==> src/design/point_in_triangle_test_core_defines.svh <==
// Assertion macros for the point-in-triangle test RTL.
`ifndef POINT_IN_TRIANGLE_TEST_CORE_DEFINES_SVH
`define POINT_IN_TRIANGLE_TEST_CORE_DEFINES_SVH
`ifndef ASSERT_OFF
// Check a property while out of reset.
`define PIT_ASSERT(lbl, clk, rst_n, prop, msg) \
    lbl: assert property (@(posedge clk) disable iff (!rst_n) prop) \
        else $error(msg);
// Check a property at every edge, reset included.
`define PIT_ASSERT_ALWAYS(lbl, clk, prop, msg) \
    lbl: assert property (@(posedge clk) prop) else $error(msg);
`else
`define PIT_ASSERT(lbl, clk, rst_n, prop, msg)
`define PIT_ASSERT_ALWAYS(lbl, clk, prop, msg)
`endif
`endif

==> src/design/pit_pkg.sv <==
// Shared types and codes of the point-in-triangle test pipeline.
package pit_pkg;

    // Result status codes
    typedef enum logic [1:0] {
        STATUS_TESTED     = 2'd0,
        STATUS_Z_DIFFER   = 2'd1,
        STATUS_DEGENERATE = 2'd2
    } t_status;

    // Control that travels with each pipeline stage
    typedef struct packed {
        logic valid;
        logic z_diff;
    } t_stage_ctl;

endpackage

==> src/design/pit_in_if.sv <==
// Input channel: triangle vertices and query point with valid/ready.
interface pit_in_if #(
    parameter int COORD_BITS = 16
);
    logic                         valid;
    logic                         ready;
    logic signed [COORD_BITS-1:0] first_x;
    logic signed [COORD_BITS-1:0] first_y;
    logic signed [COORD_BITS-1:0] first_z;
    logic signed [COORD_BITS-1:0] second_x;
    logic signed [COORD_BITS-1:0] second_y;
    logic signed [COORD_BITS-1:0] second_z;
    logic signed [COORD_BITS-1:0] third_x;
    logic signed [COORD_BITS-1:0] third_y;
    logic signed [COORD_BITS-1:0] third_z;
    logic signed [COORD_BITS-1:0] query_x;
    logic signed [COORD_BITS-1:0] query_y;

    modport source (
        output valid, first_x, first_y, first_z, second_x, second_y, second_z,
               third_x, third_y, third_z, query_x, query_y,
        input  ready
    );
    modport sink (
        input  valid, first_x, first_y, first_z, second_x, second_y, second_z,
               third_x, third_y, third_z, query_x, query_y,
        output ready
    );
endinterface

==> src/design/pit_diff.sv <==
// Stage 1: edge vectors relative to the first vertex and height check.
module pit_diff #(
    parameter int COORD_BITS = 16
) (
    input  logic                          i_clk,
    input  logic                          i_rst_n,
    pit_in_if.sink                        i_in,
    input  logic                          i_ready,
    output pit_pkg::t_stage_ctl           o_ctl,
    output logic signed [COORD_BITS:0]    o_e0x,
    output logic signed [COORD_BITS:0]    o_e0y,
    output logic signed [COORD_BITS:0]    o_e1x,
    output logic signed [COORD_BITS:0]    o_e1y,
    output logic signed [COORD_BITS:0]    o_e2x,
    output logic signed [COORD_BITS:0]    o_e2y
);
    localparam int DW = COORD_BITS + 1;
    localparam int SB = COORD_BITS - 1;

    pit_pkg::t_stage_ctl   r_ctl;
    logic signed [DW-1:0]  r_e0x, r_e0y, r_e1x, r_e1y, r_e2x, r_e2y;
    logic                  w_en;

    // Advance when empty or when the next stage takes the transaction; refuse input in reset
    assign w_en       = !r_ctl.valid || i_ready;
    assign i_in.ready = w_en && i_rst_n;

    // Hold control under reset
    always_ff @(posedge i_clk) begin
        if (!i_rst_n) begin
            r_ctl <= '0;
        end else if (w_en) begin
            r_ctl.valid  <= i_in.valid;
            r_ctl.z_diff <= (i_in.first_z != i_in.second_z) ||
                            (i_in.second_z != i_in.third_z);
        end
    end

    // Sign-extend and subtract the first vertex
    always_ff @(posedge i_clk) begin
        if (w_en) begin
            r_e0x <= {i_in.third_x[SB], i_in.third_x} - {i_in.first_x[SB], i_in.first_x};
            r_e0y <= {i_in.third_y[SB], i_in.third_y} - {i_in.first_y[SB], i_in.first_y};
            r_e1x <= {i_in.second_x[SB], i_in.second_x} - {i_in.first_x[SB], i_in.first_x};
            r_e1y <= {i_in.second_y[SB], i_in.second_y} - {i_in.first_y[SB], i_in.first_y};
            r_e2x <= {i_in.query_x[SB], i_in.query_x} - {i_in.first_x[SB], i_in.first_x};
            r_e2y <= {i_in.query_y[SB], i_in.query_y} - {i_in.first_y[SB], i_in.first_y};
        end
    end

    assign o_ctl = r_ctl;
    assign o_e0x = r_e0x;
    assign o_e0y = r_e0y;
    assign o_e1x = r_e1x;
    assign o_e1y = r_e1y;
    assign o_e2x = r_e2x;
    assign o_e2y = r_e2y;
endmodule

==> src/flat_wrapper.sv <==
// flat-port wrapper written by rule: the top's interface ports become plain ports
module pit_diff_flat 
#(
    parameter int COORD_BITS = 16
)
  (i_clk, i_rst_n, i_ready, o_ctl, o_e0x, o_e0y, o_e1x, o_e1y, o_e2x, o_e2y, i_in_valid, i_in_first_x, i_in_first_y, i_in_first_z, i_in_second_x, i_in_second_y, i_in_second_z, i_in_third_x, i_in_third_y, i_in_third_z, i_in_query_x, i_in_query_y, i_in_ready);
  pit_in_if #(.COORD_BITS(COORD_BITS)) i_in_i ();
  input  logic i_clk;
  input  logic i_rst_n;
  input  logic i_ready;
  output pit_pkg::t_stage_ctl o_ctl;
  output logic signed [COORD_BITS:0] o_e0x;
  output logic signed [COORD_BITS:0] o_e0y;
  output logic signed [COORD_BITS:0] o_e1x;
  output logic signed [COORD_BITS:0] o_e1y;
  output logic signed [COORD_BITS:0] o_e2x;
  output logic signed [COORD_BITS:0] o_e2y;
  input wire logic [$bits(i_in_i.valid)-1:0] i_in_valid;
  input wire logic [$bits(i_in_i.first_x)-1:0] i_in_first_x;
  input wire logic [$bits(i_in_i.first_y)-1:0] i_in_first_y;
  input wire logic [$bits(i_in_i.first_z)-1:0] i_in_first_z;
  input wire logic [$bits(i_in_i.second_x)-1:0] i_in_second_x;
  input wire logic [$bits(i_in_i.second_y)-1:0] i_in_second_y;
  input wire logic [$bits(i_in_i.second_z)-1:0] i_in_second_z;
  input wire logic [$bits(i_in_i.third_x)-1:0] i_in_third_x;
  input wire logic [$bits(i_in_i.third_y)-1:0] i_in_third_y;
  input wire logic [$bits(i_in_i.third_z)-1:0] i_in_third_z;
  input wire logic [$bits(i_in_i.query_x)-1:0] i_in_query_x;
  input wire logic [$bits(i_in_i.query_y)-1:0] i_in_query_y;
  output wire logic [$bits(i_in_i.ready)-1:0] i_in_ready;
  assign i_in_i.valid = i_in_valid;
  assign i_in_i.first_x = i_in_first_x;
  assign i_in_i.first_y = i_in_first_y;
  assign i_in_i.first_z = i_in_first_z;
  assign i_in_i.second_x = i_in_second_x;
  assign i_in_i.second_y = i_in_second_y;
  assign i_in_i.second_z = i_in_second_z;
  assign i_in_i.third_x = i_in_third_x;
  assign i_in_i.third_y = i_in_third_y;
  assign i_in_i.third_z = i_in_third_z;
  assign i_in_i.query_x = i_in_query_x;
  assign i_in_i.query_y = i_in_query_y;
  assign i_in_ready = i_in_i.ready;
  pit_diff #(.COORD_BITS(COORD_BITS)) u_core (.i_clk(i_clk), .i_rst_n(i_rst_n), .i_in(i_in_i), .i_ready(i_ready), .o_ctl(o_ctl), .o_e0x(o_e0x), .o_e0y(o_e0y), .o_e1x(o_e1x), .o_e1y(o_e1y), .o_e2x(o_e2x), .o_e2y(o_e2y));
endmodule
==> config.mk <==
export PLATFORM = sky130hd
export DESIGN_NAME = pit_diff_flat
export DESIGN_NICKNAME = d
export VERILOG_FILES = /design/src/design/point_in_triangle_test_core_defines.svh /design/src/design/pit_pkg.sv /design/src/design/pit_in_if.sv /design/src/design/pit_diff.sv /design/src/flat_wrapper.sv
export SDC_FILE = /design/constraint.sdc
export NUM_CORES = 1
export LEC_CHECK = 0
export BUFFER_PORTS_ARGS = -buffer_cell sky130_fd_sc_hd__buf_2
export CAP_MARGIN = 5
export CORE_ASPECT_RATIO = 0.5
export CORE_MARGIN = 3
export CORE_UTILIZATION = 55
export DETAILED_ROUTE_END_ITERATION = 16
export GPL_ROUTABILITY_DRIVEN = 0
export GPL_TIMING_DRIVEN = 0
export PLACE_DENSITY = 0.83
export SLEW_MARGIN = 25
export SYNTH_ARGS = -nofsm -noshare
export SYNTH_HDL_FRONTEND = slang
export SYNTH_SLANG_ARGS = --single-unit
export TNS_END_PERCENT = 1
==> constraint.sdc <==
create_clock -name i_clk -period 10.1 [get_ports i_clk]
set_input_delay 2.525 -clock i_clk [delete_from_list [all_inputs] [get_ports i_clk]]
set_output_delay 2.525 -clock i_clk [all_outputs]
set_load 0.01 [all_outputs]
# Word-level counts from Yosys, hierarchy flattened
# Index checks and enable logic that the tools add are counted.
dict set report op_classes {
  n_addsub 6
  mul 0
  div_mod_pow 0
  n_lt_le_gt_ge 0
  n_eq_ne 2
  shifts 0
  n_mux 0
  bitwise 0
  n_reduce_logical 4
}
# operator count
set op_table {}
lappend op_table {{$sub 16x16->17} 6}
lappend op_table {{$ne 16x16->1} 2}
lappend op_table {{$logic_or 1x1->1} 2}
lappend op_table {{$logic_and 1x1->1} 1}
lappend op_table {{$logic_not 1->1} 1}
dict set report totals {
  reg_bits 104
  latchBits 0
  ramBits 0
  rom_bits 0
  output_inout_bits 105
  wordCells 20
  memories 0
}

# Longest topological paths before layout
dict set report logic_depth {
  ltp_word 3
  ltp_mapped 9
  depth_no_buf 9
}

# Worst setup path before layout
# Ideal clock, no wire load.
dict set report synth_timing {
  kind {input port to output port}
  startpoint {in i_ready}
  endpoint {out i_in_ready}
  arrival_ns 5.456
  slack_ns 2.119
  path_stages 2
  cell_sequence {nand2b_1 -> and2_1}
}
dict set report synth_between {
  elab_chain_cells 2
}
# element line
set synth_rtl {}
lappend synth_rtl {{start, declared} flat_wrapper.sv:10} ;# input logic i_ready;
lappend synth_rtl {{$logic_or 1x1->1} pit_diff.sv:25} ;# assign w_en = !r_ctl.valid || i_ready;
lappend synth_rtl {{$logic_and 1x1->1} pit_diff.sv:26} ;# assign i_in.ready = w_en && i_rst_n;
lappend synth_rtl {{end, declared} flat_wrapper.sv:30} ;# output wire logic [$bits(i_in_i.ready)-1:0] i_in_ready;
# Every way passes these cells.

# Final worst setup path
# Same ends and word-level chain as after synthesis.

==> metrics <==
metal3 WL=1430 µm; root buffer cell=clkbuf_16; Diodes inserted=0; Mapped Area=0.00793 mm²; Yosys top cell by area=edfxtp_1; clock share of power=24.1%; unrepaired setup endpoints after global routing=no; Longest Clk Path Bufs=2; crit path DAT=3.22 ns; antenna violations before repair=0; Final setup violation count=0; sequential cell area fraction in the yosys report=39.1%; critical path launch point type=input port; largest net degree at the start of global routing=46; Fillers=1027; Gate Count Post-Synth=789; met2 WL post-DR=11100 µm; VDD IR max=0.0887 mV; Worst-path clk slew=0.08 ns; I/O Buffers=284; Tmin final=5.74 ns; Final Non-Filler Cells=1283; vias post-DR=7223; Top Layer Used=met4; most frequent cells in the layout=buf_2 (284), edfxtp_1 (102), ha_1 (96); grt total ovfl=0; Post-DP HPWL=17300 µm; total track usage=25.1%; Seq pwr share=41.6%; # IOs=285; layout cells sized above 1=28.3%; Worst EP required=7.58 ns; FFs w/ async S/R, synth=0%; Switch Pwr=0.460 mW; P_int=0.995 mW; Die W=176 µm; first-pass GRT wire length=32400 µm; Mapped Avg Cell Area=10.1 µm²; multi-input logic area=0.00456 mm²; power density cells=147 mW/mm²; Synth Register Bits=104; initial core utilization=57.4%; vias in the first global route=6803; Hold Fails Final Rpt=0; TritonCTS Buffers=9; post-synth cell types=58; Synth Warn #=0; DR pass1 iterations=5; htree depth=3; max frequency=174 MHz; final slew viol count=0; Core Area=0.0138 mm²; fin nets=1368; Detail Route Antenna Nets=0; DRC=0; DRT Wirelength=21000 µm; mean number of vias per cell=5.63; CTS tree=built; Die ar.=0.0160 mm²; # resized after CTS=0; status=completed; Critical Path Sink Type=primary output; Clock Skew=0.0105 ns; # rows=30; HP Class=reg2reg; LEAKAGE=4.71 nW; power share of the combinational group=34.3%; final period utilization=56.9%; fin util=71.9%; FF/Latch Area=0.00310 mm²; WL/cell=16.4 µm; Synth top area share=38.6%; Post-synth top flop=edfxtp_1; DRT iter0 DRCs=347; die height=90.9 µm; Area growth syn-to-layout=25.2%; hold-fix buffer count after cts=0; Worst-Skew Late Latency=0.34 ns; most common cell after layout, fill and taps aside=buf_2; Post-CTS Setup Bufs=0; slew margin rel.=70.3%; total placed cells including tap cells=1267; Clock Sink Count=104; Setup Total Neg Slack=0 ns; Max Cap Viol=0; Synth Net Count=1071; wl on met1=8200 µm; WS Path Type=in2out; leading cell types by total area after synthesis=edfxtp_1 (39%), ha_1 (15%), xnor2_1 (5.4%); pin slew with the least headroom to its limit=0.444 ns; Net Sw Frac=31.6%; Post-synth EDFFs=102; Max FO, Critical Path=18
==> worst paths after layout <==
check | startpoint | to | slack, ns | depth (start not counted)
max | i_ready | i_in_ready | 4.36 | 4
min reg2reg | u_core.o_ctl[0] | u_core.o_ctl[0] | 0.57 | 2
max reg2reg | u_core.o_ctl[1] | u_core.o_ctl[0] | 8.51 | 6
min | u_core.o_ctl[0] | u_core.o_ctl[0] | 0.57 | 2
==> Yosys cell counts, types with 16 or more instances <==
| library cell | n |
|---|---|
| ha_1 | 96 |
| inv_1 | 71 |
| nand2_1 | 50 |
| nor3_1 | 16 |
| xor2_1 | 29 |
| nor2b_1 | 16 |
| o21ai_0 | 37 |
| edfxtp_1 | 102 |
| nor2_1 | 40 |
| o211ai_1 | 16 |
| xnor2_1 | 49 |
| a21oi_1 | 66 |
| o21a_1 | 34 |
| o21ai_1 | 20 |
==> worst max-delay path, cell delays in order <==
cell and delay (ns):
buf_2 0.10, nand2b_4 0.24, and2_1 0.21, buf_2 0.14
==> layer usage <==
metal | vias up | track usage (%)
met5 | - | 0
met4 | 0 | 4.48
met3 | 32 | 4.07
met2 | 300 | 49.8
met1 | 3330 | 28.5
li1 | 3561 | -
==> cell type report <==
class                      instances  share of cell area [%]
multi-input combinational        613                    46.0
sequential                       104                    31.3
timing repair buffer             286                    14.7
inverter                          72                    2.72
tap                              192                    2.42
clock buffer                      10                    2.31
clock inverter                     6                   0.605
==> metrics by stage <==
stage	instance area (µm²)	hold WS (ns)	worst slack, ns	power (mW)
after detailed placement	9640	0.563	4.36	1.11
after global routing	9930	0.653	4.33	1.53
after floorplan	7930	0.555	2.12	0.924
after global placement	9590	0.553	0.989	1.09
after CTS	9930	0.573	4.35	1.46
final	9930	0.567	4.36	1.45
==> sequential cells by signal, summed over array words and instances (netlist names) <==
register and count:
u_core.o_ctl 2, u_core.o_e0x 17, u_core.o_e0y 17, u_core.o_e1x 17
u_core.o_e1y 17, u_core.o_e2x 17, u_core.o_e2y 17
==> power groups by stage <==
stage	logic [mW]	registers [mW]	clock network, mW
after global routing	0.545	0.612	0.372
after CTS	0.497	0.606	0.353
after detailed placement	0.493	0.616	0
final	0.498	0.605	0.351
after global placement	0.476	0.616	0
after floorplan	0.260	0.664	0
==> logic make-up after synthesis <==
kind of cell    after synthesis  share of synthesized area [%]
compound gates              254                           21.0
simple gates                179                           11.2
flops                       104                           39.1
fa+ha+maj                   102                           16.7
xor+xnor                     78                           8.61
buf+inv                      72                           3.41
(Power assumes the default switching activity.)
