### config.mk
export PLATFORM = sky130hd
export DESIGN_NAME = pit_decide_flat
export DESIGN_NICKNAME = d
export VERILOG_FILES = /design/src/design/pit_pkg.sv /design/src/design/pit_out_if.sv /design/src/design/pit_decide.sv /design/src/flat_wrapper.sv
export VERILOG_INCLUDE_DIRS = /design/src /design/src/design
export SDC_FILE = /design/constraint.sdc
export NUM_CORES = 1
export LEC_CHECK = 0
export ABC_AREA = 1
export CORE_ASPECT_RATIO = 0.5
export CORE_UTILIZATION = 31
export DETAILED_ROUTE_END_ITERATION = 7
export DONT_BUFFER_PORTS = 1
export PLACE_DENSITY = 0.48
export SYNTH_ARGS = -nofsm -noshare
export SYNTH_HDL_FRONTEND = slang
export SYNTH_SLANG_ARGS = --single-unit
### constraint.sdc
create_clock -name i_clk -period 3.4 [get_ports i_clk]
set_input_delay 0.17 -clock i_clk [delete_from_list [all_inputs] [get_ports i_clk]]
set_output_delay 0.17 -clock i_clk [all_outputs]
set_load 0.05 [all_outputs]
### src/design/point_in_triangle_test_core_defines.svh
// Assertion macros for the point-in-triangle test RTL.
`ifndef POINT_IN_TRIANGLE_TEST_CORE_DEFINES_SVH
`define POINT_IN_TRIANGLE_TEST_CORE_DEFINES_SVH
`ifndef ASSERT_OFF
// Check a property while out of reset.
`define PIT_ASSERT(lbl, clk, rst_n, prop, msg) \
    lbl: assert property (@(posedge clk) disable iff (!rst_n) prop) \
        else $error(msg);
// Check a property at every edge, reset included.
`define PIT_ASSERT_ALWAYS(lbl, clk, prop, msg) \
    lbl: assert property (@(posedge clk) prop) else $error(msg);
`else
`define PIT_ASSERT(lbl, clk, rst_n, prop, msg)
`define PIT_ASSERT_ALWAYS(lbl, clk, prop, msg)
`endif
`endif

### src/design/pit_pkg.sv
// Shared types and codes of the point-in-triangle test pipeline.
package pit_pkg;

    // Result status codes
    typedef enum logic [1:0] {
        STATUS_TESTED     = 2'd0,
        STATUS_Z_DIFFER   = 2'd1,
        STATUS_DEGENERATE = 2'd2
    } t_status;

    // Control that travels with each pipeline stage
    typedef struct packed {
        logic valid;
        logic z_diff;
    } t_stage_ctl;

endpackage

### src/design/pit_out_if.sv
// Output channel: coverage result and status with valid/ready.
interface pit_out_if;
    logic       valid;
    logic       ready;
    logic       inside_res;
    logic [1:0] status;

    modport source (
        output valid, inside_res, status,
        input  ready
    );
    modport sink (
        input  valid, inside_res, status,
        output ready
    );
endinterface

### src/design/pit_decide.sv
// Stage 4: sign-aware containment decision into the output register.
`include "point_in_triangle_test_core_defines.svh"

module pit_decide #(
    parameter int COORD_BITS = 16
) (
    input  logic                            i_clk,
    input  logic                            i_rst_n,
    input  pit_pkg::t_stage_ctl             i_ctl,
    input  logic signed [2*COORD_BITS+2:0]  i_a,
    input  logic signed [2*COORD_BITS+2:0]  i_b,
    input  logic signed [2*COORD_BITS+2:0]  i_c,
    output logic                            o_ready,
    pit_out_if.source                       o_out
);
    localparam int CW = 2 * COORD_BITS + 3;
    localparam int SW = CW + 1;

    logic                 r_valid;
    logic                 r_inside;
    pit_pkg::t_status     r_status;
    logic                 n_inside;
    pit_pkg::t_status     n_status;
    logic signed [SW-1:0] w_sum;
    logic signed [SW-1:0] w_c_ext;
    logic                 w_en;

    assign w_en    = !r_valid || o_out.ready;
    assign o_ready = w_en;

    // Flag a height mismatch or zero area, else compare the cross products against the triangle's signed area
    always_comb begin
        w_sum   = SW'(i_a) + SW'(i_b);
        w_c_ext = SW'(i_c);
        n_inside = 1'b0;
        n_status = pit_pkg::STATUS_TESTED;
        priority if (i_ctl.z_diff) begin
            n_status = pit_pkg::STATUS_Z_DIFFER;
        end else if (i_c == '0) begin
            n_status = pit_pkg::STATUS_DEGENERATE;
        end else if (i_c > 0) begin
            n_inside = (i_a >= 0) && (i_b >= 0) && (w_sum <= w_c_ext);
        end else begin
            n_inside = (i_a <= 0) && (i_b <= 0) && (w_sum >= w_c_ext);
        end
    end

    // Hold the output valid under reset
    always_ff @(posedge i_clk) begin
        if (!i_rst_n) begin
            r_valid <= 1'b0;
        end else if (w_en) begin
            r_valid <= i_ctl.valid;
        end
    end

    // Load the result payload
    always_ff @(posedge i_clk) begin
        if (w_en) begin
            r_inside <= n_inside;
            r_status <= n_status;
        end
    end

    assign o_out.valid      = r_valid;
    assign o_out.inside_res = r_inside;
    assign o_out.status     = r_status;

    `PIT_ASSERT(a_untested_is_outside, i_clk, i_rst_n, (r_valid && (r_status != pit_pkg::STATUS_TESTED)) |-> !r_inside, "untested transaction reported inside")
    `PIT_ASSERT(a_z_differ_status, i_clk, i_rst_n, (w_en && i_ctl.valid && i_ctl.z_diff) |=> (r_status == pit_pkg::STATUS_Z_DIFFER), "height mismatch not reported")
    `PIT_ASSERT(a_degenerate_status, i_clk, i_rst_n, (w_en && i_ctl.valid && !i_ctl.z_diff && (i_c == '0)) |=> (r_status == pit_pkg::STATUS_DEGENERATE), "degenerate triangle not reported")
    `PIT_ASSERT_ALWAYS(a_reset_clears_valid, i_clk, $past(!i_rst_n) |-> !r_valid, "output valid set after reset")
endmodule

### src/flat_wrapper.sv
// flat-port wrapper written by rule: the top's interface ports become plain ports
module pit_decide_flat 
#(
    parameter int COORD_BITS = 16
)
  (i_clk, i_rst_n, i_ctl, i_a, i_b, i_c, o_ready, o_out_valid, o_out_inside_res, o_out_status, o_out_ready);
  pit_out_if o_out_i ();
  input  logic i_clk;
  input  logic i_rst_n;
  input  pit_pkg::t_stage_ctl i_ctl;
  input  logic signed [2*COORD_BITS+2:0] i_a;
  input  logic signed [2*COORD_BITS+2:0] i_b;
  input  logic signed [2*COORD_BITS+2:0] i_c;
  output logic o_ready;
  output wire logic [$bits(o_out_i.valid)-1:0] o_out_valid;
  output wire logic [$bits(o_out_i.inside_res)-1:0] o_out_inside_res;
  output wire logic [$bits(o_out_i.status)-1:0] o_out_status;
  input wire logic [$bits(o_out_i.ready)-1:0] o_out_ready;
  assign o_out_valid = o_out_i.valid;
  assign o_out_inside_res = o_out_i.inside_res;
  assign o_out_status = o_out_i.status;
  assign o_out_i.ready = o_out_ready;
  pit_decide #(.COORD_BITS(COORD_BITS)) u_core (.i_clk(i_clk), .i_rst_n(i_rst_n), .i_ctl(i_ctl), .i_a(i_a), .i_b(i_b), .i_c(i_c), .o_ready(o_ready), .o_out(o_out_i));
endmodule
* Word-level counts from Yosys, hierarchy flattened *
Cells that the tools add are included.

storage, ports and cells
  logic and storage cells = 21
  input bits = 110
  register bits after elaboration = 4

operators by class
  reduce and logical (&&, ||, !) cells = 8
  mux-type cells = 2
  $add $sub $neg = 1
  magnitude comparators = 7

operators with widths
  operator                                                             number
  greater-or-equal comparator 35 x 1 -> 1 bit (second input constant)  2
  <= comparator 35 x 1 -> 1 bit (second input constant)                2
  adder 35 x 35 -> 36 bit                                              1
  greater-or-equal comparator 36 x 35 -> 1 bit                         1
  <= comparator 36 x 35 -> 1 bit                                       1
  greater-than comparator 35 x 1 -> 1 bit (second input constant)      1
  zero test 35 bit                                                     1
  logical AND 1 bit                                                    4
  two-way mux 2 bit                                                    1
  OR reduction 2 bit                                                   1
  zero test 1 bit                                                      1
  logical OR 1 bit                                                     1
  two-way mux 1 bit                                                    1

* Logic depth before layout (Yosys ltp) *
Gate-level depths: netlist (run 1).

  depth in word-level cells = 4
  gate-level depth with buffers = 28
  mapped depth without buffers = 28

* Worst setup path after synthesis (run 1) *
Ideal clock, no wire load.

  path type = input -> register
  from = input i_a[0]
  to = register u_core.r_inside (netlist: u_core.o_out.inside_res) (data pin)
  setup slack = 402 ps
  cell stages on the path = 25
  data arrival time = 2743 ps
  cell sequence = ha_1 -> inv_1 -> fa_1 -> o21ai_2 -> a21oi_4 -> o21bai_4 -> nand2_1 -> nand2_1 -> nand2_1 -> nand2_2 -> nand2_2 -> nand3_1 -> nand2_1 -> ha_1 -> nand2_1 -> nor2_1 -> nand2_1 -> nor2_1 -> nand3_1 -> nand3_1 -> nand2_1 -> nand2_1 -> nand2_1 -> nand2_1 -> a21oi_1

between the ends
  word-level cells in the longest chain between the ends = 4
  elaborated cells on any way between the ends = 10

ends and longest elaborated chain
  what                                                                        line                                RTL
  start: declaration                                                          flat_wrapper.sv:11                  input logic signed [2*COORD_BITS+2:0] i_a;
  adder 35 x 35 -> 36 bit, or another cell as far along                       pit_decide.sv:33                    w_sum = SW'(i_a) + SW'(i_b);
  greater-or-equal comparator 36 x 35 -> 1 bit, or another cell as far along  pit_decide.sv:44                    n_inside = (i_a <= 0) && (i_b <= 0) && (w_sum >= w_c_ext);
  logical AND 1 bit, on equally long branches                                 pit_decide.sv:44, pit_decide.sv:42
  two-way mux 1 bit *                                                         pit_decide.sv:41                    end else if (i_c > 0) begin
  end signal: assignment                                                      pit_decide.sv:60                    r_inside <= n_inside;
  end: declaration                                                            pit_decide.sv:20                    logic r_inside;

Every way passes the cells marked *; elsewhere a longest branch is shown, timed or not.
A chain may end at the register's enable or synchronous reset.

* Final worst setup path (run 1) *
  from = input i_a[3]
  to = register u_core.r_inside (netlist: u_core.o_out.inside_res) (data pin)

Same word-level chain as after synthesis.

==> run_results.csv, run 1 <==
group,metric,value,unit
timing,clock_skew,0.002521,ns
global_route,grt_pass1_wl,19910,um
min_path,hold_depth,0,
floorplan,std_cell_rows,27,
setup_path,crit_fanout,4,
timing,maxSlewHeadroom,58.65,%
clock_tree,clock-root-buffer,"clkbuf_16",
setup_path,r2r-end,"u_core.o_out.status[1]$_SDFFCE_PP0P_",
detailed_routing,wl,12640,um
place,gp_congestion,0.8836,
timing,finalHoldViolations,0,
power_and_ir_drop,vdd_drop_max,0.0001351,V
logic_synthesis,synth_area,0.003575,mm2
setup_path,cp.arrival,3.06,ns
cells_and_area,final_util,36.98,%
detailed_routing,remaining_drc_errors,0,
place,hpwlAfterDp,11650,um
run_status,outcome,"finished clean",
power_and_ir_drop,pwr-share-clk,18.1,%
logic_synthesis,ys_warn_count,0,
logic_synthesis,synthesis.nets,788,
power_and_ir_drop,p_comb_share,75.2,%
cells_and_area,layout_common_cells,"133 x nand2_1, 96 x inv_1, 70 x nor2_1, 70 x ha_1, 57 x a21oi_1",
setup_path,critPathKind,"primary input to flop",
min_path,min_to,"u_core.o_out.status[0]$_SDFFCE_PP1P_",
timing,fmax,324.6,MHz
clock_tree,cts_tree,"done",
power_and_ir_drop,leakagePower,0.002031,uW
global_route,grtUsageTotal,21.10,%
detailed_routing,drtIter0Drc,243,
floorplan,core,0.01111,mm2
setup_path,start_kind,"primary input",
floorplan,die_h,77.93,um
cells_and_area,regArea,110.1,um2
clock_tree,cts_hold_buffers,0,
global_route,antenna_found_initial,0,
logic_synthesis,synth.ff_latch_count,4,
global_route,grt_max_degree,7,
setup_path,reg2regPathDepth,1,
cells_and_area,drive_above_1_share,9.688,%
place,io_buffers,0,
logic_synthesis,syn-instance-count,606,
timing,period_share,90.60,%
timing,setup_viol,0,
setup_path,cp.required,3.38,ns
logic_synthesis,async_reset_ff_share,0,%
setup_path,worstReg2RegStart,"u_core.o_out.valid$_SDFFE_PN0P_",
power_and_ir_drop,p_int,524.8,uW
global_route,grt_pass1_vias,3957,
detailed_routing,detail_route.vias_per_cell,5.162,
clock_tree,cts_max_path_buffers,2,
logic_synthesis,synth-seq-area-share,3.080,%
timing,worstMarginPinSlew,0.6187,ns
detailed_routing,routed-via-count,4052,
setup_path,end_kind,"flop",
clock_tree,clk_latency,0.23,ns
clock_tree,cts_sinks,4,
cells_and_area,area_delta_synth_final,14.98,%
detailed_routing,post_drt_wl_per_cell,16.10,um
timing,tns,0,ns
timing,drv_slew,0,
clock_tree,path_clk_slew,0.03,ns
cells_and_area,fillers,1261,
floorplan,die_area,0.01199,mm2
logic_synthesis,syn_avg_cell_area,5.899,um2
detailed_routing,ant_nets,0,
floorplan,pin_count,115,
logic_synthesis,synth_edf_count,3,
global_route,overflow,0,
power_and_ir_drop,powerDensity,257.7,mW/mm2
setup_path,r2r_slack,1.85,ns
clock_tree,cts_made_buffers,3,
logic_synthesis,synth_cell_types,34,
power_and_ir_drop,p_seq_share,6.6,%
cells_and_area,num_antenna_cells,0,
detailed_routing,firstDrtPassIters,5,
clock_tree,h-tree-depth,1,
min_path,hp-start,"i_ctl[0]",
run,max_cap_viol_count,0,
timing,fin_crit,3.081,ns
cells_and_area,final_nets,823,
floorplan,die-width,153.9,um
logic_synthesis,synth_flop_cell,"edfxtp_1",
min_path,min_path_type,"primary input to flop",
power_and_ir_drop,p_sw,534.2,uW
floorplan,initial_core_util,32.16,%
cells_and_area,final_common_cell,"nand2_1",
cells_and_area,multi_input_comb_area,0.003151,mm2
power_and_ir_drop,p_sw_share,50.45,%
[registers in the layout, indices dropped and copies added (netlist names)]
register                 count
u_core.o_out.valid           1
u_core.o_out.inside_res      1
u_core.o_out.status          2
[cell families (layout without fill, tap and decap cells)]
family | after synthesis | after routing | share of synthesized area [%]
and+or+nand+nor | 285 | 285 | 34.65
AOI/OAI and AO/OA | 117 | 117 | 19.08
buffers and inverters | 97 | 131 | 10.19
adders and majority gates | 72 | 72 | 25.41
xor gates and xnor gates | 31 | 31 | 7.595
DFF | 4 | 4 | 3.080
[cell usage after synthesis, types with 3 or more instances]
library cell / count / share of area (%)
nand4_1: 19 / 3.3
a21oi_1: 62 / 8.7
nand2_2: 6 / 1.1
xnor2_1: 9 / 2.2
edfxtp_1: 3 / 2.5
o21a_1: 5 / 1.1
ha_1: 71 / 25
o21ai_0: 27 / 3.8
nor4_1: 19 / 3.3
nor2_1: 72 / 7.6
inv_1: 97 / 10
o21ai_2: 3 / 0.74
xor2_1: 22 / 5.4
nand3_1: 22 / 3.1
nor3_1: 8 / 1.1
nand2_1: 135 / 14
a21o_1: 6 / 1.3
[per-layer routing]
metal / track usage, % / vias to the layer above / share of wire, % / wire length, um
met5: 0 / - / 0 / 0
met4: 0.3000 / 0 / 0 / 0
met3: 1.899 / 0 / 5.0 / 628
met2: 32.59 / 104 / 40 / 5003
met1: 32.64 / 1831 / 55 / 7004
li1: - / 2117 / - / -
[power by group through the flow]
stage | registers [uW] | logic, uW | clock network (uW)
final | 70.3 | 797 | 192
after global routing | 70.7 | 918 | 201
after CTS | 70.4 | 781 | 194
after detailed placement | 71.1 | 775 | 0
after global placement | 70.9 | 775 | 0
after floorplan | 70.5 | 554 | 0
[worst max-delay path by stage]
stage	from	slack, ns	end	depth (start not counted)
6_report	i_a[3]	0.32	u_core.o_out.inside_res$_SDFFCE_PP0P_	22
5_1_grt	i_a[17]	-0.008	u_core.o_out.inside_res$_SDFFCE_PP0P_	24
4_1_cts	i_a[0]	0.14	u_core.o_out.inside_res$_SDFFCE_PP0P_	22
3_5_place_dp	i_a[0]	-0.11	u_core.o_out.inside_res$_SDFFCE_PP0P_	22
3_3_place_gp	i_a[0]	-0.07	u_core.o_out.inside_res$_SDFFCE_PP0P_	22
2_1_floorplan	i_a[0]	0.40	u_core.o_out.inside_res$_SDFFCE_PP0P_	25
[stage by stage]
stage | hold slack (ns) | worst slack (ns) | area (um2) | power [uW] | cells
6_report | 0.03903 | 0.3195 | 4110 | 1059 | 785
3_3_place_gp | 0.2690 | -0.06822 | 3966 | 845.5 | 779
4_1_cts | 0.03761 | 0.1396 | 4045 | 1045 | 783
5_1_grt | 0.03178 | -0.007522 | 4110 | 1189 | 785
3_5_place_dp | 0.2690 | -0.1089 | 3966 | 846.0 | 779
2_1_floorplan | 0.2689 | 0.4015 | 3575 | 624.2 | 606
[layout make-up]
| type | count | area share, % |
|---|---|---|
| repair buffers | 30 | 5.479 |
| inverters | 97 | 8.858 |
| clock buffers | 4 | 1.918 |
| flip-flops and latches | 4 | 2.679 |
| multi-input cells | 505 | 76.65 |
| well taps | 145 | 4.414 |
[repair_timing]
action	in CTS	in global routing
endpoints found under the setup margin	0	1
setup buffers	0	2
resized for setup	0	17
[critical path, stage by stage]
cell and delay (ns):
ha_1 0.35, a21oi_1 0.30, o21ai_2 0.13, a21oi_4 0.23
inv_1 0.09, nand3_1 0.08, nand3_1 0.16, nand2_1 0.13
nand2_1 0.07, xor2_1 0.15, ha_1 0.27, nand2_1 0.11
nor2_1 0.13, nand2_1 0.09, nor2_2 0.13, nand3_1 0.10
nand3_1 0.10, nand2_1 0.07, nand2_1 0.06, nand2_1 0.05
nand2_1 0.05, a21oi_1 0.05
(Power assumes the default switching activity.)
==> run 2, diff against run 1 <==
--- a/config.mk
+++ b/config.mk
@@ -7,10 +7,10 @@
 export NUM_CORES = 1
 export LEC_CHECK = 0
 export ABC_AREA = 1
-export CORE_ASPECT_RATIO = 0.5
 export CORE_UTILIZATION = 31
 export DETAILED_ROUTE_END_ITERATION = 7
 export DONT_BUFFER_PORTS = 1
+export HOLD_SLACK_MARGIN = 0.12
 export PLACE_DENSITY = 0.48
 export SYNTH_ARGS = -nofsm -noshare
 export SYNTH_HDL_FRONTEND = slang
==> run_results.csv, run 2 (same netlist as run 1, synthesis figures left out) <==
group,metric,value,unit
timing,drv_slew,0,
setup_path,start_kind,"primary input",
power_and_ir_drop,p_total,1037,uW
timing,setup_viol,0,
floorplan,pin_count,115,
setup_path,critPathKind,"primary input to flop",
global_route,grt-busiest-layer,"met2",
clock_tree,cts_made_buffers,3,
detailed_routing,post_drt_wl_per_cell,16.27,um
global_route,overflow,0,
place,hpwlAfterDp,11630,um
setup_path,path_cells,"ha_1, nand2_1, nor2_1, nand2_1, nor3_1, nand4_1, nand3_1, xnor2_1, inv_1, ha_1, nand4_1, inv_1, nand2_1, nor2_1, nand3_1, nand3_1, nand2_1, nand2_1, nand2_1, nand2_1, a21oi_1",
setup_path,critPathBufInv,2,
floorplan,core,0.01103,mm2
run,max_cap_viol_count,0,
global_route,grtUsageTotal,21.10,%
global_route,grt_max_degree,7,
timing,clock_skew,0.002576,ns
global_route,grtUsageMet2,37.15,%
timing,worstMarginPinSlew,0.6164,ns
setup_path,crit_fanout,5,
min_path,min_path_type,"primary input to flop",
global_route,antenna_found_initial,0,
place,gp_congestion,0.8925,
clock_tree,clock-root-buffer,"clkbuf_16",
setup_path,max_stage_delay,0.36,ns
place,post_dp_cell_area,0.003908,mm2
place,io_buffers,0,
cells_and_area,final_area,0.004038,mm2
setup_path,slowest_stage,"ha_1",
cells_and_area,largest_register_ffs,2,
floorplan,initial_core_util,32.41,%
detailed_routing,detail_route.vias_per_cell,5.209,
power_and_ir_drop,vdd_drop_max,0.0003308,V
setup_path,cp.required,3.37,ns
timing,tns,0,ns
clock_tree,cts_tree,"done",
timing,fin_crit,3.127,ns
cells_and_area,layout_common_cells,"135 x nand2_1, 97 x inv_1, 72 x nor2_1",
run_status,outcome,"finished clean",
power_and_ir_drop,leakagePower,0.002010,uW
floorplan,die_area,0.01197,mm2
global_route,grt_use_met3,0.8299,%
timing,rsz0062_at_grt,"false",
floorplan,std_cell_rows,38,
cells_and_area,fillers,1267,
cells_and_area,num_antenna_cells,0,
cells_and_area,drive_above_1_share,6.772,%
clock_tree,path_clk_slew,0.03,ns
floorplan,die_h,109.4,um
detailed_routing,ant_nets,0,
global_route,grt_pass1_wl,19490,um
detailed_routing,routed-via-count,4037,
global_route,grt_pass1_vias,4060,
clock_tree,clk_latency,0.23,ns
cells_and_area,final_common_cell,"nand2_1",
floorplan,die-width,109.4,um
detailed_routing,drtIter0Drc,235,
setup_path,cp.arrival,3.10,ns
detailed_routing,firstDrtPassIters,4,
setup_path,crit_path_frequent_cell,"nand2_1",
clock_tree,cts_sinks,4,
cells_and_area,final_nets,818,
cells_and_area,area_delta_synth_final,12.95,%
power_and_ir_drop,powerDensity,256.9,mW/mm2
timing,finalHoldViolations,0,
setup_path,end_kind,"flop",
clock_tree,cts_max_path_buffers,2,
global_route,gr-usage-met1,29.47,%
timing,period_share,91.97,%
clock_tree,h-tree-depth,1,
timing,maxSlewHeadroom,58.81,%
detailed_routing,wl,12610,um
setup_path,crit_family,"simple AND/OR/NAND/NOR gates",
detailed_routing,remaining_drc_errors,0,
timing,fmax,319.8,MHz
==> run 2: cell types whose count changed in the layout (fill, tap and decap cells not counted), sizes merged <==
cell         before  now
buf              30   22
dlygate4sd3       0    3
==> run 2: timing repair <==
item	4_1_cts	5_1_grt
setup endpoints to repair	0	1
resized for setup	0	4
hold endpoints to repair	2	0
setup buffers	0	1
hold buffers	3	0
==> run 2: per-layer routing <==
layer / vias to the layer above / wire length [um] / part of all wire [%]
met5: - / 0 / 0
met2: 99 / 5923 / 47
met4: 0 / 60 / 0.48
li1: 2109 / - / -
met1: 1825 / 6075 / 48
met3: 4 / 550 / 4.4
==> run 2: final timing paths <==
| check | from | slack (ns) | cells after the start | to |
|---|---|---|---|---|
| setup reg to reg | u_core.o_out.valid$_SDFFE_PN0P_ | 1.33 | 3 | u_core.o_out.valid$_SDFFE_PN0P_ |
| hold / removal | i_ctl[0] | 0.13 | 1 | u_core.o_out.status[1]$_SDFFCE_PP0P_ |
| hold reg to reg | u_core.o_out.valid$_SDFFE_PN0P_ | 1.28 | 1 | u_core.o_out.status[1]$_SDFFCE_PP0P_ |
| setup / recovery | i_a[30] | 0.27 | 21 | u_core.o_out.inside_res$_SDFFCE_PP0P_ |
==> run 2: layout make-up <==
| cell class | instances | area [um2] | area share [%] |
|---|---|---|---|
| clock buffer | 4 | 78.83 | 1.952 |
| multi-input combinational | 505 | 3114 | 77.13 |
| tap | 140 | 175.2 | 4.338 |
| sequential | 4 | 110.1 | 2.727 |
| inverter | 97 | 364.1 | 9.018 |
| timing repair buffer | 25 | 195.2 | 4.834 |
==> run 2: report_power, final <==
part	switching [uW]	internal, uW
logic	477	301
clock network	34.2	155
registers	13.5	56.8
==> run 2: worst reg2reg max path: stages, from the launching register on <==
cell	delay (ns)
dfxtp_1	0.62
nand2_1	0.52
a21boi_0	0.29
dlygate4sd3_1	0.57
==> run 2: stage by stage <==
stage                     utilization (%)  std cells  setup WS (ns)  hold WS [ns]
after floorplan                         -        606         0.4015        0.2689
after global placement              35.42        767        0.05290        0.2691
after detailed placement            35.42        767       -0.01170        0.2693
after CTS                           36.41        774         0.2002        0.1312
after global routing                36.60        775        0.03555        0.1324
final                               36.60        775         0.2729        0.1335
==> run 3, diff against run 2 <==
--- a/config.mk
+++ b/config.mk
@@ -7,11 +7,12 @@
 export NUM_CORES = 1
 export LEC_CHECK = 0
 export ABC_AREA = 1
+export CORE_MARGIN = 3
 export CORE_UTILIZATION = 31
 export DETAILED_ROUTE_END_ITERATION = 7
 export DONT_BUFFER_PORTS = 1
 export HOLD_SLACK_MARGIN = 0.12
-export PLACE_DENSITY = 0.48
+export PLACE_DENSITY_LB_ADDON = 0.08
 export SYNTH_ARGS = -nofsm -noshare
 export SYNTH_HDL_FRONTEND = slang
 export SYNTH_SLANG_ARGS = --single-unit
==> run_results.csv, run 3 (same netlist as run 1, synthesis figures left out) <==
group,metric,value,unit
clock_tree,cts_max_path_buffers,2,
detailed_routing,remaining_drc_errors,0,
cells_and_area,area_delta_synth_final,14.11,%
clock_tree,cts_tree,"done",
floorplan,core,0.01103,mm2
setup_path,cp.arrival,3.11,ns
global_route,grtUsageTotal,19.46,%
detailed_routing,drtIter0Drc,224,
cells_and_area,num_antenna_cells,0,
clock_tree,path_clk_slew,0.03,ns
detailed_routing,post_drt_wl_per_cell,16.42,um
run_status,outcome,"finished clean",
timing,finalHoldViolations,0,
clock_tree,clock-root-buffer,"clkbuf_16",
timing,setup_viol,0,
detailed_routing,firstDrtPassIters,4,
power_and_ir_drop,powerDensity,257.2,mW/mm2
run,max_cap_viol_count,0,
setup_path,start_kind,"primary input",
power_and_ir_drop,p_total,1049,uW
global_route,overflow,0,
setup_path,end_kind,"flop",
min_path,min_path_type,"primary input to flop",
floorplan,pin_count,115,
timing,drv_slew,0,
setup_path,critPathKind,"primary input to flop",
cells_and_area,drive_above_1_share,7.994,%
setup_path,crit_fanout,4,
cells_and_area,final_common_cell,"nand2_1",
place,io_buffers,0,
global_route,grt_pass1_vias,4166,
floorplan,initial_core_util,32.41,%
global_route,grt_pass1_wl,20280,um
timing,holdWs,0.1313,ns
timing,fmax,318.8,MHz
timing,clock_skew,0.002972,ns
detailed_routing,ant_nets,0,
clock_tree,cts_sinks,4,
cells_and_area,layout_common_cells,"135 x nand2_1, 96 x inv_1, 71 x nor2_1, 71 x ha_1, 59 x a21oi_1",
floorplan,die_h,113.4,um
timing,fin_crit,3.137,ns
timing,worstMarginPinSlew,0.6006,ns
detailed_routing,wl,12770,um
floorplan,die-width,113.4,um
cells_and_area,final_nets,821,
setup_path,cp.required,3.38,ns
power_and_ir_drop,leakagePower,0.002022,uW
timing,tns,0,ns
place,hpwlAfterDp,11900,um
detailed_routing,routed-via-count,4034,
clock_tree,h-tree-depth,1,
floorplan,std_cell_rows,38,
timing,period_share,92.25,%
place,gp_congestion,0.8868,
floorplan,die_area,0.01286,mm2
clock_tree,cts_made_buffers,3,
global_route,grt_max_degree,6,
timing,maxSlewHeadroom,59.86,%
cells_and_area,largest_register_ffs,2,
detailed_routing,detail_route.vias_per_cell,5.185,
timing,rsz0062_at_grt,"false",
global_route,antenna_found_initial,0,
power_and_ir_drop,vdd_drop_max,0.0003667,V
clock_tree,clk_latency,0.23,ns
[run 3: repair_timing]
item	in CTS	in global routing
gates resized for setup	0	9
hold buffers	3	0
buffers inserted	0	3
endpoints found under the setup margin	0	1
endpoints found under the hold margin	2	0
[run 3: layout make-up]
type	instances	area, um2
clock buffers	4	78.83
fillers	1266	6952
inverters	97	364.1
multi-input cells	505	3133
flip-flops and latches	4	110.1
well taps	140	175.2
repair buffers	28	217.7
[run 3: power by group]
part           leakage (uW)  total, uW  internal, uW  switching (uW)
registers         0.0000418       70.0          56.8            13.2
clock network     0.0000382        191           155            35.8
logic               0.00194        788           308             480
total               0.00202       1050           520             529
[run 3: worst max-delay path, stage by stage]
cell and delay, ns:
ha_1 0.36, a21oi_1 0.24, o21ai_0 0.18, a21oi_1 0.18, nand2_1 0.12, a21oi_1 0.13
buf_4 0.15, o21bai_1 0.09, xor2_1 0.17, ha_1 0.31, nand2_1 0.07, nor2_1 0.13
nand4_1 0.14, nor2_1 0.17, nand3_1 0.12, nand3_1 0.10, nand2_1 0.07, nand2_1 0.06
nand2_1 0.05, nand2_1 0.05, a21oi_1 0.05
[run 3: path summary, 6_finish.rpt]
path,endpoint,slack [ns],from,cells past startpoint
setup / recovery,u_core.o_out.inside_res$_SDFFCE_PP0P_,0.26,i_a[12],21
hold / removal,u_core.o_out.status[1]$_SDFFCE_PP0P_,0.13,i_ctl[0],1
setup reg to reg,u_core.o_out.valid$_SDFFE_PN0P_,1.36,u_core.o_out.valid$_SDFFE_PN0P_,3
hold reg to reg,u_core.o_out.status[1]$_SDFFCE_PP0P_,1.26,u_core.o_out.valid$_SDFFE_PN0P_,1
[run 3: metrics by stage]
stage,instances,worst slack [ns],utilization [%],area (um2)
after global placement,768,0.04581,35.49,3915
after CTS,775,0.2050,36.48,4024
after detailed placement,768,-0.02530,35.49,3915
final,778,0.2634,36.98,4079
after global routing,778,0.01148,36.98,4079
after floorplan,606,0.4015,-,3575
[run 3: metal layers]
layer,part of all wire [%],wire [um],global-route usage [%],vias to the layer above
met5,0,0,0,-
met2,46,5933,33.53,113
met1,47,6035,26.90,1790
li1,-,-,-,2119
met4,1.0,131,2.404,0
met3,5.3,673,2.228,12
